$ cat src/rtl/core/chm_pkg.sv
// ----------------------------------------------------------------------------
// chm_pkg
// Shared codes, field widths and the memory control bundle of the chained
// hash map engine.
// ----------------------------------------------------------------------------
package chm_pkg;

    // field widths fixed by the item format
    localparam int KEY_W   = 64;
    localparam int VAL_W   = 16;
    localparam int CNT_W   = 11;
    localparam int CFG_W   = 11;
    localparam int CMD_W   = 2;
    localparam int STAT_W  = 3;
    localparam int HASH_W  = 64;

    // h * 31 is formed as (h << 5) - h
    localparam int HASH_SHIFT = 5;

    // reset value of the bucket count register
    localparam logic [CFG_W-1:0] BUCKET_COUNT_RST = 11'd1024;

    // commands, code three acts as a lookup
    localparam logic [CMD_W-1:0] CMD_INSERT = 2'd0;
    localparam logic [CMD_W-1:0] CMD_REMOVE = 2'd1;
    localparam logic [CMD_W-1:0] CMD_LOOKUP = 2'd2;
    localparam logic [CMD_W-1:0] CMD_SPARE  = 2'd3;

    // result status codes
    localparam logic [STAT_W-1:0] ST_INSERTED = 3'd0;
    localparam logic [STAT_W-1:0] ST_PRESENT  = 3'd1;
    localparam logic [STAT_W-1:0] ST_REMOVED  = 3'd2;
    localparam logic [STAT_W-1:0] ST_FOUND    = 3'd3;
    localparam logic [STAT_W-1:0] ST_ABSENT   = 3'd4;
    localparam logic [STAT_W-1:0] ST_FULL     = 3'd5;

    // strobes from the sequencer to the table memories
    typedef struct packed {
        logic head_re;
        logic head_we;
        logic node_re;
        logic link_re;
        logic data_we;
        logic link_we;
    } t_mem_ctl;

endpackage

$ cat src/rtl/core/chm_hash.sv
// ----------------------------------------------------------------------------
// chm_hash
// Serial bucket index unit: folds one key byte per cycle as h = h*31 + byte,
// then reduces h modulo the bucket count one bit per cycle.
// ----------------------------------------------------------------------------
module chm_hash #(
    parameter int KEY_BYTES = 16,
    parameter int MW        = 11,
    parameter int BW        = 10
) (
    input  logic                          i_clk,
    input  logic                          i_rst_n,
    input  logic                          i_start,
    input  logic [2*chm_pkg::KEY_W-1:0]   i_key,      // key bytes, byte 0 lowest
    input  logic [MW-1:0]                 i_modulus,
    output logic                          o_done,
    output logic [BW-1:0]                 o_bucket
);
    import chm_pkg::*;

    localparam logic [1:0] PH_IDLE = 2'd0;
    localparam logic [1:0] PH_FOLD = 2'd1;
    localparam logic [1:0] PH_MOD  = 2'd2;
    localparam logic [3:0] KB_LAST = 4'(KEY_BYTES - 1);

    logic [1:0]        r_phase, n_phase;
    logic [3:0]        r_cnt;
    logic [5:0]        r_bit;
    logic [HASH_W-1:0] r_h;
    logic [MW-1:0]     r_rem;
    logic              r_done;

    logic [7:0]        s_byte;
    logic [HASH_W-1:0] s_h_next;
    logic [MW:0]       s_rem2;
    logic [MW:0]       s_rem_sub;
    logic [MW-1:0]     s_rem_next;

    // one fold step and one restoring remainder step
    always_comb begin
        s_byte     = i_key[{r_cnt, 3'b000} +: 8];
        s_h_next   = (r_h << HASH_SHIFT) - r_h + HASH_W'(s_byte);
        s_rem2     = {r_rem, r_h[r_bit]};
        s_rem_sub  = s_rem2 - {1'b0, i_modulus};
        s_rem_next = (s_rem2 >= {1'b0, i_modulus}) ? s_rem_sub[MW-1:0] : s_rem2[MW-1:0];
    end

    // phase sequencing
    always_comb begin
        n_phase = r_phase;
        unique case (r_phase)
            PH_IDLE: if (i_start) n_phase = PH_FOLD;
            PH_FOLD: if (r_cnt == KB_LAST) n_phase = PH_MOD;
            PH_MOD:  if (r_bit == 6'd0) n_phase = PH_IDLE;
            default: n_phase = PH_IDLE;
        endcase
    end

    // control state
    always_ff @(posedge i_clk) begin
        if (!i_rst_n) begin
            r_phase <= PH_IDLE;
            r_done  <= 1'b0;
        end else begin
            r_phase <= n_phase;
            r_done  <= (r_phase == PH_MOD) && (r_bit == 6'd0);
        end
    end

    // datapath
    always_ff @(posedge i_clk) begin
        case (r_phase)
            PH_IDLE: begin
                r_h   <= '0;
                r_cnt <= '0;
                r_bit <= 6'd63;
                r_rem <= '0;
            end
            PH_FOLD: begin
                r_h   <= s_h_next;
                r_cnt <= r_cnt + 4'd1;
            end
            PH_MOD: begin
                r_rem <= s_rem_next;
                r_bit <= r_bit - 6'd1;
            end
            default: r_h <= r_h;
        endcase
    end

    assign o_done   = r_done;
    assign o_bucket = r_rem[BW-1:0];

endmodule

$ cat config.mk
export PLATFORM = sky130hd
export DESIGN_NAME = chm_hash
export DESIGN_NICKNAME = d
export VERILOG_FILES = /design/src/rtl/core/chm_pkg.sv /design/src/rtl/core/chm_hash.sv
export SDC_FILE = /design/constraint.sdc
export NUM_CORES = 1
export LEC_CHECK = 0
export BUFFER_PORTS_ARGS = -buffer_cell sky130_fd_sc_hd__buf_2
export CORE_MARGIN = 2
export CORE_UTILIZATION = 45
export DETAILED_ROUTE_END_ITERATION = 10
export HOLD_SLACK_MARGIN = 0.12
export PLACE_DENSITY = 0.65
export SLEW_MARGIN = 20
export SYNTH_ARGS = -nofsm -noshare
export SYNTH_HDL_FRONTEND = slang
export SYNTH_SLANG_ARGS = --single-unit
$ cat constraint.sdc
create_clock -name i_clk -period 12.94 [get_ports i_clk]
set_input_delay 2.588 -clock i_clk [delete_from_list [all_inputs] [get_ports i_clk]]
set_output_delay 2.588 -clock i_clk [all_outputs]
set_load 0.01 [all_outputs]
# Yosys cells after proc, flatten, opt, wreduce, memory -nomap -nowiden

Cells that the tools add are included.

Register bits: 88
Bits of input ports: 142
Output and inout port bits: 11

Add/sub/neg operators: 5
Order comparisons: 2
Equal/unequal tests: 6
Shift-type cells: 1
Mux-type cells: 11
Reduce and logical (&&, ||, !) cells: 6

Operators with widths:

| operator                                                   | number |
|---|---|
| one-hot mux 64 bit (2 select lines)                        | 1 |
| indexed part select 128 x 8 -> 8 bit                       | 1 |
| adder 64 x 8 -> 64 bit                                     | 1 |
| subtractor 64 bit                                          | 1 |
| one-hot mux 11 bit (2 select lines)                        | 1 |
| greater-or-equal comparator 12 x 11 -> 1 bit               | 1 |
| one-hot mux 6 bit (2 select lines)                         | 1 |
| two-way mux 11 bit                                         | 1 |
| subtractor 11 bit                                          | 1 |
| one-hot mux 4 bit (2 select lines)                         | 1 |
| less-than comparator 6 x 7 -> 1 bit, second input constant | 1 |
| binary-select mux 1 bit (select 6 bit)                     | 1 |
| zero test 6 bit                                            | 1 |
| two-way mux 2 bit                                          | 3 |
| != test 2 bit, second input constant                       | 3 |
| one-hot mux 2 bit (3 select lines)                         | 1 |
| subtractor 6 x 1 -> 6 bit, second input constant           | 1 |
| adder 4 x 1 -> 4 bit, second input constant                | 1 |
| equality test 4 bit, second input constant                 | 1 |
| nonzero test 2 bit                                         | 2 |
| AND reduction 3 bit                                        | 1 |
| equality test 2 x 1 -> 1 bit, second input constant        | 1 |
| equality test 2 bit, second input constant                 | 1 |
| zero test 2 bit                                            | 1 |
| other kinds (2)                                            | 2 |

# Longest topological paths before layout

Gate-level depths: netlist (run 1).

Depth in word-level cells: 5
Gate-level depth with buffers: 18

# Worst setup path before layout (run 1)

Ideal clock, no wire load.

Kind: input to register
Start: input port i_key[121] (netlist bit)
End: register r_h[47] (data pin)
Setup time: 0.266 ns
Arrival time: 6.172 ns
Path slack: 6.502 ns
Cell stages on the path: 14
Buffers on the path: 0
Cells stage by stage: mux4_2 -> mux4_2 -> ha_1 -> ha_1 -> fa_1 -> a21o_1 -> a221oi_2 -> and2_4 -> a2111oi_4 -> o2111a_2 -> or3_1 -> a21oi_1 -> xnor2_1 -> nor2_1

Longest elaborated chain between the ends: 3

RTL lines:

| item                                 | RTL line       | text |
|---|---|---|
| start, declared                      | chm_hash.sv:14 | `input logic [2*chm_pkg::KEY_W-1:0] i_key,` |
| indexed part select 128 x 8 -> 8 bit | chm_hash.sv:41 | `s_byte = i_key[{r_cnt, 3'b000} +: 8];` |
| adder 64 x 8 -> 64 bit               | chm_hash.sv:42 | `s_h_next = (r_h << HASH_SHIFT) - r_h + HASH_W'(s_byte);` |
| one-hot mux 64 bit (2 select lines)  | chm_hash.sv:72 | `case (r_phase)` |
| end signal, assigned                 | chm_hash.sv:80 | `r_h <= s_h_next;` |
| end signal, assigned                 | chm_hash.sv:87 | `default: r_h <= r_h;` |
| end, declared                        | chm_hash.sv:29 | `logic [HASH_W-1:0] r_h;` |

Every way passes these cells.
A chain may end at the register's enable or synchronous reset.

# Worst setup path after layout (run 1)

Start: input port i_key[125] (netlist bit)
End: register r_h[61] (data pin)

The elaborated chain is that of the path after synthesis.

==> flow_summary.ini, run 1 <==
[timing]
period_needed_ns = 6.717
drv_slew = 0
finalSetupTns_ns = 0
hold_viol = 0
worst_pin_slew_ns = 0.9785
post-route-period-util_pct = 51.91
max_freq_ghz = 0.1489
setup_viol = 0
slew_headroom_pct = 34.77
fin_skew_ns = 0.01282
rsz0062_at_grt = no

[detailed_routing]
drtPass1Iterations = 5
wl_per_cell_um = 18.72
drtIter0Drc = 679
drc = 0
vias_per_cell = 5.905
vias = 8633
ant_nets = 0
drt_wl_total_mm = 27.37

[worst_hold_path]
min-delay-path-class = flip-flop to flip-flop
hold_depth = 2

[global_routing]
antenna_found_initial = 0
grt_pass1_vias = 8582
grt-ovfl-total = 0
grt_first_pass_wirelength_mm = 44.36
grt_max_degree = 74
grt_use_total_pct = 23.34

[setup_path]
crit_type = primary input to flip-flop
crit_slowest_cell = a2111oi_1
required_ns = 13.03
path_cells = buf_2 -> mux4_2 -> mux4_2 -> fa_1 -> ha_1 -> a21o_1 -> a221oi_2 -> a2111oi_1 -> o211ai_1 -> a2111oi_4 -> o21ai_1 -> o21a_1 -> xor2_1 -> nor2_1
r2r_cells = 14
path_delay_family = compound AO/OA/AOI/OAI gates
cp_num_buf_inv = 1
end_kind = flip-flop
cpPeakStageDelay_ns = 0.62
path_max_fanout = 5
cp.arrival_ns = 6.80
worstSetupStartpointType = primary input
cp_common_cell = mux4_2
crit_cells = 14

[power_and_ir_drop]
cellPowerDensity_nw_per_um2 = 271.0
p_leak_nw = 5.195
fin_total_pwr_mw = 3.080
p_clk_share_pct = 8.8
power_switching_mw = 1.565
p_sw_share_pct = 50.82
seq_power_share_pct = 16.1
p_int_mw = 1.515
ir_drop_mv = 0.1616
pwr-share-comb_pct = 75.1

[floorplan]
start_util_pct = 46.18
fp.dieW_um = 154.1
die_y_um = 154.1
rows = 54
ios = 153
coreArea_um2 = 21960
die-area_um2 = 23750

[clocking]
cts_inserted_buffers = 9
cts_tree = done
clk_pin_slew_ns = 0.08
clk_latency_ns = 0.36
cts.htree.levels = 3
cts.repair.resized = 0
clkSinkCount = 88
cts_buffer_depth = 2
clock-root-buffer = clkbuf_16
cts_hold_buf = 0
cts_setup_buffers = 0

[placement]
hpwl_mm = 21.63
place.gp.congestion = 0.9253
io_buffers = 152

[cells_and_area]
fin_nets = 1460
final_cell_mix = buf_2, ha_1, nor2_1
mostFrequentLayoutCell = buf_2
drive_above_1_share_pct = 21.40
n_antenna_cell = 0
syn_to_final_growth_pct = 12.08
nFillCells = 2016

[logic_synthesis]
syn_area_per_cell_um2 = 9.558
synth.cell_area_um2 = 10140
synth_cell_types = 69
synth_edf_count = 85
synthCells = 1061
synth_nets = 1344
ys.flop_type = edfxtp_1
ys_warn_count = 0
synth_seq_cells = 88
async_flop_share_pct = 0
ys_seq_area_share_pct = 25.76

[flow_run]
cap_violations = 0

[outcome]
status = complete, no violations
state kept, by name (all words and copies together) (netlist names):
name,cells
r_rem,11
r_h,64
r_cnt,4
r_bit,6
r_phase,2
o_done,1
power groups by stage:
stage | clock network (mW) | logic (mW) | registers [mW]
after floorplan | 0 | 1.80 | 0.466
after CTS | 0.276 | 2.29 | 0.497
final | 0.271 | 2.31 | 0.497
after detailed placement | 0 | 2.27 | 0.502
after global routing | 0.284 | 2.58 | 0.506
after global placement | 0 | 2.27 | 0.502
layout make-up:
cell class	instances	area (µm²)	share of cell area [%]
Multi-Input combinational cell	818	6909	60.79
Timing Repair Buffer	158	813.3	7.155
Tap cell	280	350.3	3.082
Inverter	102	382.9	3.369
Clock buffer	9	225.2	1.982
Clock inverter	7	72.57	0.6385
Sequential cell	88	2613	22.99
synthesized netlist by cell type, drive strengths merged, types with 7 or more instances:
cell type / number / area [µm²]
clkbuf: 34 / 128.9
or3: 9 / 56.30
a211oi: 7 / 52.55
inv: 102 / 382.9
nor2: 107 / 401.6
a31oi: 11 / 68.82
edfxtp: 85 / 2552
mux4: 61 / 1374
mux2i: 9 / 90.09
buf: 19 / 110.1
o31ai: 7 / 57.55
and2: 9 / 58.81
ha: 136 / 1702
o21ai: 37 / 185.2
a21oi: 86 / 434.2
nor3: 19 / 100.1
xnor2: 39 / 341.6
o21a: 10 / 75.07
a21o: 43 / 322.8
xor2: 26 / 227.7
o21bai: 12 / 90.09
nand2: 65 / 244.0
nand3: 12 / 60.06
and3: 12 / 75.07
nand4: 24 / 150.1
final timing paths:
path,start,endpoint,slack [ns]
max,i_key[125],r_h[61],6.22
min,r_rem[2],r_rem[3],0.65
max reg2reg,r_cnt[0],r_h[61],7.58
min reg2reg,r_rem[2],r_rem[3],0.65
metrics by stage:
step | hold slack [ns] | std cells | area (µm²) | util (%) | setup slack [ns]
2_1_floorplan | 0.5889 | 1061 | 10140 | - | 6.502
3_3_place_gp | 0.6315 | 1445 | 11050 | 50.34 | 5.904
3_5_place_dp | 0.6311 | 1445 | 11050 | 50.34 | 5.908
4_1_cts | 0.6532 | 1461 | 11350 | 51.69 | 6.276
5_1_grt | 0.6802 | 1462 | 11370 | 51.76 | 6.076
6_report | 0.6540 | 1462 | 11370 | 51.76 | 6.223
logic make-up after synthesis:
family,share of synthesized area [%]
multiplexers,14.44
XOR/XNOR,5.614
AO/OA/AOI/OAI,16.89
buffers and inverters,6.132
adder cells (fa/ha/maj),17.77
AND/OR/NAND/NOR,13.40
flip-flops,25.76
metal layers:
layer,track usage (%),wire length [µm]
met2,37.35,12570
met5,0,0
met1,33.18,12890
met3,4.087,1536
met4,5.251,370
tightest hold or removal path, delay by kind of cell, from the launching register on:
kind | cells | cell delay (ns)
flops | 1 | 0.39
mux | 1 | 0.08
simple gates | 1 | 0.08
Note: power is estimated with default switching activity, not from simulation.
==> inputs of run 2 (changes only) <==
--- a/config.mk
+++ b/config.mk
@@ -10,7 +10,7 @@
 export CORE_UTILIZATION = 45
 export DETAILED_ROUTE_END_ITERATION = 10
 export HOLD_SLACK_MARGIN = 0.12
-export PLACE_DENSITY = 0.65
+export PLACE_DENSITY = 0.68
 export SLEW_MARGIN = 20
 export SYNTH_ARGS = -nofsm -noshare
 export SYNTH_HDL_FRONTEND = slang
==> constraint.sdc (replaced) <==
create_clock -name i_clk -period 5.8 [get_ports i_clk]
set_input_delay 1.16 -clock i_clk [delete_from_list [all_inputs] [get_ports i_clk]]
set_output_delay 1.16 -clock i_clk [all_outputs]
set_load 0.01 [all_outputs]
==> run 2 against run 1 <==
Flip-flop and latch count is the same. Die area did not move. Worst hold slack worse by 0.029 ns. First-iteration DRC count decreased by 9.9%. Sequential share of layout area is essentially flat. Via count grew 1.5%. Core utilization increased by 0.080 points. Power up 120%. Largest cell class unchanged.
==> flow_summary.ini, run 2 (synthesis results as in run 1) <==
[timing]
hold_viol = 0
fin_skew_ns = 0.01025
rsz0062_at_grt = no
post-route-period-util_pct = 92.19
drv_slew = 0
slew_headroom_pct = 33.48
max_freq_ghz = 0.1870
finalSetupTns_ns = 0
worst_pin_slew_ns = 0.9977
period_needed_ns = 5.347
setup_viol = 0

[clocking]
cts_inserted_buffers = 9
clkSinkCount = 88
cts_setup_buffers = 0
clk_pin_slew_ns = 0.08
cts.repair.resized = 0
clk_latency_ns = 0.37
cts_hold_buf = 0
cts_tree = done
cts_buffer_depth = 2
clock-root-buffer = clkbuf_16
cts.htree.levels = 3

[floorplan]
coreArea_um2 = 21960
die-area_um2 = 23750
ios = 153
start_util_pct = 46.18
die_y_um = 154.1
rows = 54
fp.dieW_um = 154.1

[cells_and_area]
final_cell_mix = buf_2, ha_1, nor2_1
largest-register = r_h
drive_above_1_share_pct = 21.54
seq_area_um2 = 2613
nFillCells = 1989
multiInputGateArea_um2 = 6909
reg_top3 = r_h: 64 flops, r_rem: 11 flops, r_bit: 6 flops
n_antenna_cell = 0
largest_reg_flops = 64
mostFrequentLayoutCell = buf_2
fin_nets = 1462
syn_to_final_growth_pct = 12.25

[global_routing]
grt-ovfl-total = 0
grt_max_degree = 74
grt_first_pass_wirelength_mm = 45.04
grt_pass1_vias = 8632
antenna_found_initial = 0
grt_use_total_pct = 23.69

[placement]
place.gp.congestion = 0.9018
hpwl_mm = 21.55
io_buffers = 152

[power_and_ir_drop]
p_leak_nw = 5.207
ir_drop_mv = 0.3538
cellPowerDensity_nw_per_um2 = 607.3
fin_total_pwr_mw = 6.913

[detailed_routing]
vias_per_cell = 5.988
drtPass1Iterations = 5
vias = 8766
drtIter0Drc = 612
drt_wl_total_mm = 27.55
ant_nets = 0
wl_per_cell_um = 18.82
drc = 0

[setup_path]
worstSetupStartpointType = primary input
end_kind = flip-flop
crit_type = primary input to flip-flop
required_ns = 6.02
path_max_fanout = 5
cp.arrival_ns = 5.57

[outcome]
status = complete, no violations

[worst_hold_path]
min-delay-path-class = flip-flop to flip-flop

[flow_run]
cap_violations = 0
-- run 2: area by class of cell --
| cell class | instances | area share (%) |
|---|---|---|
| multi-input combinational | 818 | 60.69 |
| sequential | 88 | 22.95 |
| timing repair buffer | 160 | 7.320 |
| inverter | 102 | 3.363 |
| tap | 280 | 3.078 |
| clock buffer | 9 | 1.978 |
| clock inverter | 7 | 0.6155 |
-- run 2: final timing paths --
check        startpoint        to  slack [ns]  cells after the start
max reg2reg    r_cnt[0]   r_h[57]        0.58                     14
max           i_key[93]   r_h[57]        0.45                     14
min reg2reg    r_cnt[0]  r_cnt[0]        0.62                      1
min            r_cnt[0]  r_cnt[0]        0.62                      1
-- run 2: worst max-delay path, cell delays in order --
cell and delay (ns):
buf_2 0.10, mux4_2 0.47, mux4_2 0.52, fa_1 0.45, ha_1 0.38, a21o_1 0.19
a221oi_2 0.12, a2111oi_1 0.65, o211ai_1 0.33, a2111oi_4 0.50, nor3b_2 0.15, nand3b_1 0.21
a21o_1 0.21, a21oi_2 0.12
-- run 2: per-stage QoR --
stage	utilization, %	std cells	setup WS [ns]	area (µm²)	hold slack [ns]
finish	51.84	1464	0.4529	11380	0.6246
floorplan	-	1061	0.6364	10140	0.5889
global route	51.84	1464	0.3804	11380	0.6579
detailed placement	50.50	1448	0.1877	11090	0.6186
global placement	50.50	1448	0.2010	11090	0.6113
CTS	51.84	1464	0.5345	11380	0.6294
-- run 2: metal layers --
metal	vias to the layer above	GRT usage, %	share of wire, %
met5	-	0	0
met1	4244	32.79	45
met4	0	6.142	1.7
li1	4185	-	-
met3	42	5.017	6.9
met2	295	37.88	46
-- run 2: where the power goes --
part	internal [mW]	switching (mW)	total, mW	leakage, nW
clock	0.306	0.312	0.618	0.144
combinational	2.14	3.04	5.18	4.07
sequential	0.951	0.163	1.11	0.989
total	3.40	3.51	6.91	5.21
==> inputs of run 3 (changes only) <==
--- a/config.mk
+++ b/config.mk
@@ -7,10 +7,10 @@
 export LEC_CHECK = 0
 export BUFFER_PORTS_ARGS = -buffer_cell sky130_fd_sc_hd__buf_2
 export CORE_MARGIN = 2
-export CORE_UTILIZATION = 45
+export CORE_UTILIZATION = 40
 export DETAILED_ROUTE_END_ITERATION = 10
 export HOLD_SLACK_MARGIN = 0.12
-export PLACE_DENSITY = 0.68
+export SKIP_LAST_GASP = 1
 export SLEW_MARGIN = 20
 export SYNTH_ARGS = -nofsm -noshare
 export SYNTH_HDL_FRONTEND = slang
==> run 3 against run 2 <==
Clock-buffer cell count unchanged. Combinational power about the same. Clock power grew 0.8%. Worst setup slack improved by 0.17 ns. Power increased by 0.47%. Flip-flop and latch count is the same. Final cell count rose by 3.7%. Sequential share of layout area shrank 0.19 points. Global-route usage decreased by 2.0 points. Sequential power hardly changed. Core utilization shrank 6.0 points. Clock skew up 0.0034 ns. Critical path type unchanged. Critical endpoint is now r_h[61]. Largest power group unchanged.
==> flow_summary.ini, run 3 (synthesis results as in run 1) <==
[outcome]
status = complete, no violations

[setup_path]
cpPeakStageDelay_ns = 0.57
worstSetupStartpointType = primary input
cp_common_cell = mux4_2
cp.arrival_ns = 5.29
path_max_fanout = 5
path_cells = buf_2 -> mux4_2 -> mux4_2 -> fa_1 -> ha_1 -> a21o_1 -> a221oi_2 -> a2111oi_1 -> o211ai_1 -> a2111oi_4 -> o21ai_1 -> o21a_1 -> xor2_1 -> nor2_1
r2r_cells = 14
end_kind = flip-flop
cp-startpoint = i_key[93]
required_ns = 5.91
crit_type = primary input to flip-flop
crit_slowest_cell = a2111oi_1
r2r-start = r_cnt[0]

[detailed_routing]
wl_per_cell_um = 18.46
drc = 0
drt_wl_total_mm = 28.02
drtPass1Iterations = 5
vias = 8631
vias_per_cell = 5.686
drtIter0Drc = 598
ant_nets = 0

[cells_and_area]
design_area_um2 = 11480
reg_top3 = r_h: 64 flops, r_rem: 11 flops, r_bit: 6 flops
fin_nets = 1465
drive_above_1_share_pct = 21.74
nFillCells = 2446
final_cell_mix = buf_2, ha_1, nor2_1
largest_reg_flops = 64
multiInputGateArea_um2 = 6909
mostFrequentLayoutCell = buf_2
largest-register = r_h
syn_to_final_growth_pct = 13.16
seq_area_um2 = 2613

[clocking]
cts_hold_buf = 0
clock-root-buffer = clkbuf_16
cts_inserted_buffers = 9
cts.repair.resized = 0
clk_pin_slew_ns = 0.08
cts_tree = done
clk_latency_ns = 0.38
clkSinkCount = 88
cts.htree.levels = 3
cts_buffer_depth = 2
cts_setup_buffers = 0

[timing]
worst_pin_slew_ns = 0.8269
drv_slew = 0
rsz0062_at_grt = no
finalSetupTns_ns = 0
slew_headroom_pct = 44.67
post-route-period-util_pct = 89.31
period_needed_ns = 5.180
hold_viol = 0
max_freq_ghz = 0.1931
fin_skew_ns = 0.01364
setup_viol = 0

[global_routing]
grt_max_degree = 40
grt_use_total_pct = 21.72
grt-ovfl-total = 0
grt_pass1_vias = 8678
grt_first_pass_wirelength_mm = 45.15
antenna_found_initial = 1

[floorplan]
die-area_um2 = 26640
fp.dieW_um = 163.2
coreArea_um2 = 25040
rows = 58
die_y_um = 163.2
ios = 153
start_util_pct = 40.50

[power_and_ir_drop]
p_leak_nw = 5.221
cellPowerDensity_nw_per_um2 = 605.2
fin_total_pwr_mw = 6.945
ir_drop_mv = 0.2173

[flow_run]
cap_violations = 0

[worst_hold_path]
min-delay-path-class = flip-flop to flip-flop
hold_depth = 2
hold_start = r_rem[1]

[placement]
place.gp.congestion = 0.9204
place_area_um2 = 11170
hpwl_mm = 22.70
io_buffers = 152
[run 3: cell types whose count changed in the layout (fill, tap and decap cells not counted)]
| cell | before | now |
|---|---|---|
| buf_4 | 7 | 10 |
| clkinv_8 | 0 | 1 |
| diode_2 | 0 | 1 |
| inv_8 | 4 | 3 |
[run 3: layout make-up]
class,instances,area share [%]
Sequential cell,88,22.76
Antenna cell,1,0.02181
Timing Repair Buffer,163,7.457
Inverter,102,3.336
Multi-Input combinational cell,818,60.21
Clock buffer,9,1.962
Tap cell,330,3.598
Clock inverter,7,0.6542
[run 3: final timing paths]
| path | to | slack (ns) |
|---|---|---|
| max | r_h[61] | 0.62 |
| min reg2reg | r_rem[2] | 0.63 |
| max reg2reg | r_h[61] | 0.76 |
| min | r_rem[2] | 0.63 |
[run 3: metal layers]
metal | wire, µm | vias to the layer above | global-route usage (%) | part of all wire, %
met5 | 0 | - | 0 | 0
met2 | 13760 | 292 | 37.96 | 49
li1 | - | 4183 | - | -
met3 | 1465 | 30 | 2.844 | 5.2
met4 | 530 | 0 | 6.315 | 1.9
met1 | 12270 | 4126 | 28.06 | 44
[run 3: power breakdown]
group / total (mW) / internal (mW) / switching (mW)
Combinational: 5.21 / 2.15 / 3.06
Sequential: 1.11 / 0.951 / 0.164
Clock: 0.623 / 0.306 / 0.316
[run 3: per-stage QoR]
stage                     util, %  setup WS (ns)  instances  hold slack (ns)
after floorplan                 -         0.6364       1061           0.5889
after global placement      44.63         0.3087       1501           0.6143
after detailed placement    44.63         0.2765       1501           0.6308
after CTS                   45.83         0.6567       1517           0.6418
after global routing        45.84         0.4481       1518           0.6898
final                       45.84         0.6201       1518           0.6337
[run 3: critical path: cells and delay by family]
| kind | cells | cell delay, ns |
|---|---|---|
| buffers and inverters | 1 | 0.10 |
| adder cells (fa/ha/maj) | 2 | 0.82 |
| XOR/XNOR | 1 | 0.13 |
| AO/OA/AOI/OAI | 7 | 2.06 |
| multiplexers | 2 | 0.96 |
| AND/OR/NAND/NOR | 1 | 0.06 |
